--- src/rtl/ipv6tp_pkg.sv ---
// Package: shared types, character codes and hex decode for the IPv6 text parser.
`timescale 1ns / 1ps

package ipv6tp_pkg;

    localparam int unsigned GROUP_COUNT = 8;

    localparam logic [7:0] CHAR_COLON   = 8'h3A;
    localparam logic [7:0] CHAR_ZERO    = 8'h30;
    localparam logic [7:0] CHAR_NINE    = 8'h39;
    localparam logic [7:0] CHAR_UPPER_A = 8'h41;
    localparam logic [7:0] CHAR_UPPER_F = 8'h46;
    localparam logic [7:0] CHAR_LOWER_A = 8'h61;
    localparam logic [7:0] CHAR_LOWER_F = 8'h66;

    localparam logic [7:0] OFFSET_DIGIT = 8'd48;
    localparam logic [7:0] OFFSET_UPPER = 8'd55;
    localparam logic [7:0] OFFSET_LOWER = 8'd87;

    localparam logic [3:0] GROUPS_FULL  = 4'd8;
    localparam logic [2:0] DIGITS_FULL  = 3'd4;

    typedef logic [GROUP_COUNT-1:0][15:0] group_array_t;

    typedef struct packed {
        group_array_t group_store;
        logic [3:0]   groups_taken;
        logic         gap_seen;
        logic [2:0]   gap_position;
        logic [15:0]  digit_accumulator;
        logic [2:0]   digits_in_group;
        logic         previous_was_colon;
        logic         error_seen;
    } parse_state_t;

    localparam parse_state_t PARSE_STATE_RESET = '0;

    typedef struct packed {
        logic [7:0] text_char;
        logic       is_last;
    } char_item_t;

    typedef struct packed {
        logic        parse_ok;
        logic [63:0] address_upper;
        logic [63:0] address_lower;
    } result_item_t;

    typedef struct packed {
        logic       valid;
        logic [3:0] value;
    } nibble_t;

    function automatic nibble_t hex_nibble(input logic [7:0] c);
        nibble_t    n;
        logic [7:0] diff;
        n    = '0;
        diff = '0;
        if (c >= CHAR_ZERO && c <= CHAR_NINE)
        begin
            diff = c - OFFSET_DIGIT;
            n.valid = 1'b1;
        end
        else if (c >= CHAR_LOWER_A && c <= CHAR_LOWER_F)
        begin
            diff = c - OFFSET_LOWER;
            n.valid = 1'b1;
        end
        else if (c >= CHAR_UPPER_A && c <= CHAR_UPPER_F)
        begin
            diff = c - OFFSET_UPPER;
            n.valid = 1'b1;
        end
        n.value = diff[3:0];
        return n;
    endfunction

endpackage

--- src/rtl/ipv6tp_expand.sv ---
// Gap expansion: places stored groups around the zero gap and forms the result.
`timescale 1ns / 1ps

module ipv6tp_expand (
    input  ipv6tp_pkg::parse_state_t st,
    output ipv6tp_pkg::result_item_t res
);

    ipv6tp_pkg::group_array_t g;
    logic                     ok;
    logic                     expand;
    logic [3:0]               gp;
    logic [3:0]               tail;
    logic [3:0]               tail_start;

    assign ok     = !st.error_seen && (st.groups_taken == ipv6tp_pkg::GROUPS_FULL || st.gap_seen);
    assign expand = st.gap_seen && st.groups_taken < ipv6tp_pkg::GROUPS_FULL;
    assign gp     = ({1'b0, st.gap_position} > st.groups_taken) ? st.groups_taken
                                                                 : {1'b0, st.gap_position};
    assign tail       = st.groups_taken - gp;
    assign tail_start = ipv6tp_pkg::GROUPS_FULL - tail;

    always_comb
    begin
        logic [3:0] src;
        g   = '0;
        src = '0;
        for (int j = 0; j < ipv6tp_pkg::GROUP_COUNT; j++)
        begin
            src = 4'(j) + st.groups_taken - ipv6tp_pkg::GROUPS_FULL;
            if (!ok)
                g[j] = '0;
            else if (!expand)
                g[j] = st.group_store[j];
            else if (4'(j) < gp)
                g[j] = st.group_store[j];
            else if (4'(j) >= tail_start)
                g[j] = st.group_store[src[2:0]];
            else
                g[j] = '0;
        end
    end

    assign res.parse_ok      = ok;
    assign res.address_upper = {g[0], g[1], g[2], g[3]};
    assign res.address_lower = {g[4], g[5], g[6], g[7]};

endmodule

--- config.mk ---
export PLATFORM = sky130hd
export DESIGN_NAME = ipv6tp_expand
export DESIGN_NICKNAME = d
export VERILOG_FILES = /design/src/rtl/ipv6tp_pkg.sv /design/src/rtl/ipv6tp_expand.sv
export SDC_FILE = /design/constraint.sdc
export NUM_CORES = 1
export LEC_CHECK = 0
export BUFFER_PORTS_ARGS = -buffer_cell sky130_fd_sc_hd__buf_2
export CAP_MARGIN = 20
export CORE_ASPECT_RATIO = 1.75
export CORE_MARGIN = 2
export CORE_UTILIZATION = 47
export DETAILED_ROUTE_END_ITERATION = 16
export PLACE_DENSITY = 0.8
export SKIP_LAST_GASP = 1
export SYNTH_ARGS = -nofsm -noshare
export SYNTH_HDL_FRONTEND = slang
export SYNTH_SLANG_ARGS = --single-unit
export TNS_END_PERCENT = 50
--- constraint.sdc ---
create_clock -name vclk -period 9.5
set_input_delay 0 -clock vclk [all_inputs]
set_output_delay 0 -clock vclk [all_outputs]
set_load 0.01 [all_outputs]
==> summary.txt <==
Run status
  • Status: completed

Timing
  • Setup TNS: 0 ns
  • Final hold violations: 0
  • F_max: 0.1757 GHz
  • Worst-Margin Slew: 1.197 ns
  • RSZ-0062 raised after global routing: no
  • Slew Limit Fails: 0
  • Relative slew slack: 20.23%
  • Tcrit/Tclk final: 59.91%
  • Final Critical Period: 5.691 ns
  • Setup violators final: 0

GRT
  • Vias in the first global route: 8,619
  • Initial antenna violation count: 0
  • Largest net degree at the start of global routing: 73
  • First-pass GRT wire length: 45.95 mm
  • Tot GR Track Use: 33.11%
  • Total gr overflow: 0

Power
  • Pwr/cell area: 62.58 nW/um^2
  • VDD IR max: 0.00006301 V
  • Sw Ratio: 54.13%
  • Clk pwr share: 0%
  • Cell Int Power: 262.9 uW
  • Leakage: 0.003866 uW
  • Reg power frac: 0%
  • Combinational share of power: 100.0%
  • NetSw: 310.3 uW

Placed design
  • Gp weighted congestion: 0.9418
  • Inst Count DP: 1,207
  • Port Buf Inserts: 266
  • Detailed Place HPWL: 21.28 mm

Synthesis
  • Avg Inst Size Synth: 9.448 um^2
  • Mapped Cells: 818
  • Mapped Area: 7729 um^2
  • Library cells used by synthesis: 50
  • Register area share after synthesis: 0%
  • Syn_nets: 985
  • Synth warn: 0

Final layout
  • Number of sequential cells: 0
  • Register Area: 0 um^2
  • Share of layout cells above drive strength 1: 48.62%
  • Finished Layout Cells: 1,208
  • Most frequent cells in the layout: 263 x buf_2, 232 x nand2_1, 159 x mux4_2
  • Area grow syn2layout: 18.50%
  • Ant diodes: 0
  • CLK BUF: 0
  • Most common cell after layout, fill and taps aside: buf_2
  • Final net count: 1,185

Worst hold path
  • HP Class: input pin to primary output

Die
  • Die Ht: 173.6 um
  • Starting density of the core: 47.44%
  • Die area: 17,530 um^2
  • Core ar.: 16,290 um^2
  • Row count: 62
  • I/O pins: 286
  • Chip Width: 100.9 um

Detailed routing
  • WL final: 30.06 mm
  • Drt first pass iters: 5
  • Post-route ant nets: 0
  • Via count: 8,641
  • Vias per cell: 7.153
  • DRT iter0 DRCs: 765
  • Drt wl/cell: 24.88 um
  • Drt drc: 0

Clock tree
  • Post-CTS Setup Inserts: 0
  • Hold_buf cts: 0
  • Resize count post-CTS: 0

Job
  • MaxCap Viol Count: 0

Setup path
  • Crit path DAT: 5.69 ns
  • CP Launch Type: input pin
  • Worst-path maximum fanout: 53
  • Crit Path Class: input pin to primary output
  • Crit path capture type: primary output
  • Crit path required time: 9.50 ns
[critical path: stages]
cell and delay [ns]:
buf_6 0.47, inv_1 0.33, ha_1 0.43, and3_4 0.19, or2_1 0.35, nor3_4 0.33
mux2_2 0.39, ha_1 0.29, ha_1 0.21, fa_1 0.40, xnor3_1 0.36, o211ai_2 0.23
nor3_4 0.81, o21ai_0 0.26, o32ai_1 0.41, buf_2 0.20
[layer usage]
metal / up-vias / GRT usage, % / wire length [um] / share of wire, %
met3: 134 / 4.516 / 2829 / 9.4
met1: 4188 / 39.16 / 9998 / 33
met4: 0 / 17.57 / 1846 / 6.1
met5: - / 0 / 0 / 0
met2: 684 / 57.25 / 15390 / 51
li1: 3635 / - / - / -
[final timing paths]
kind | from | slack (ns) | to | cells past startpoint
min | st[116] | 0.37 | res[39] | 3
max | st[26] | 3.81 | res[110] | 16
[Yosys cell counts, drive strengths merged, types with 3 or more instances]
master | number | area [um^2]
nand2 | 232 | 870.8
inv | 9 | 33.78
mux2 | 24 | 270.3
nand3 | 3 | 15.01
mux4 | 159 | 3581
nor3 | 10 | 76.33
buf | 63 | 332.8
nor2 | 37 | 141.4
a22o | 12 | 105.1
mux2i | 110 | 1101
xnor2 | 3 | 26.28
ha | 9 | 112.6
o2bb2ai | 46 | 402.9
o21ai | 8 | 40.03
clkbuf | 21 | 78.83
a32o | 4 | 40.04
a21oi | 40 | 204.0
[cells by family (layout without fill, tap and decap cells)]
kind of cell               after synthesis  after routing  synth area share, %
xor gates and xnor gates                 5              5               0.7448
buffers and inverters                   94            292                5.812
and+or+nand+nor                        291            291                15.10
AOI/OAI and AO/OA                      125            125                12.55
muxes                                  293            293                64.08
adders and majority gates               10             10                1.716
[power groups by stage]
stage	combinational, uW	sequential (uW)	clock [uW]
global placement	548	0	0
floorplan	386	0	0
CTS	565	0	0
global route	611	0	0
detailed placement	564	0	0
finish	573	0	0
[cell type report]
| cell class | count | area [um^2] |
|---|---|---|
| Tap cell | 192 | 240.2 |
| Multi-Input combinational cell | 724 | 7411 |
| Fill cell | 1472 | 7132 |
| Timing Repair Buffer | 282 | 1470 |
| Inverter | 10 | 37.54 |
[stage by stage]
step,worst slack [ns],area (um^2),total power [uW],hold WS [ns],utilization (%)
after detailed placement,3.937,9148,564.3,0.3698,56.15
after global routing,3.638,9159,611.1,0.3874,56.22
after floorplan,5.525,7729,386.3,0.1283,-
after global placement,4.013,9148,547.6,0.3643,56.15
after CTS,3.939,9148,565.4,0.3713,56.15
final,3.809,9159,573.2,0.3702,56.22
Note: power is estimated with default switching activity, not from simulation.
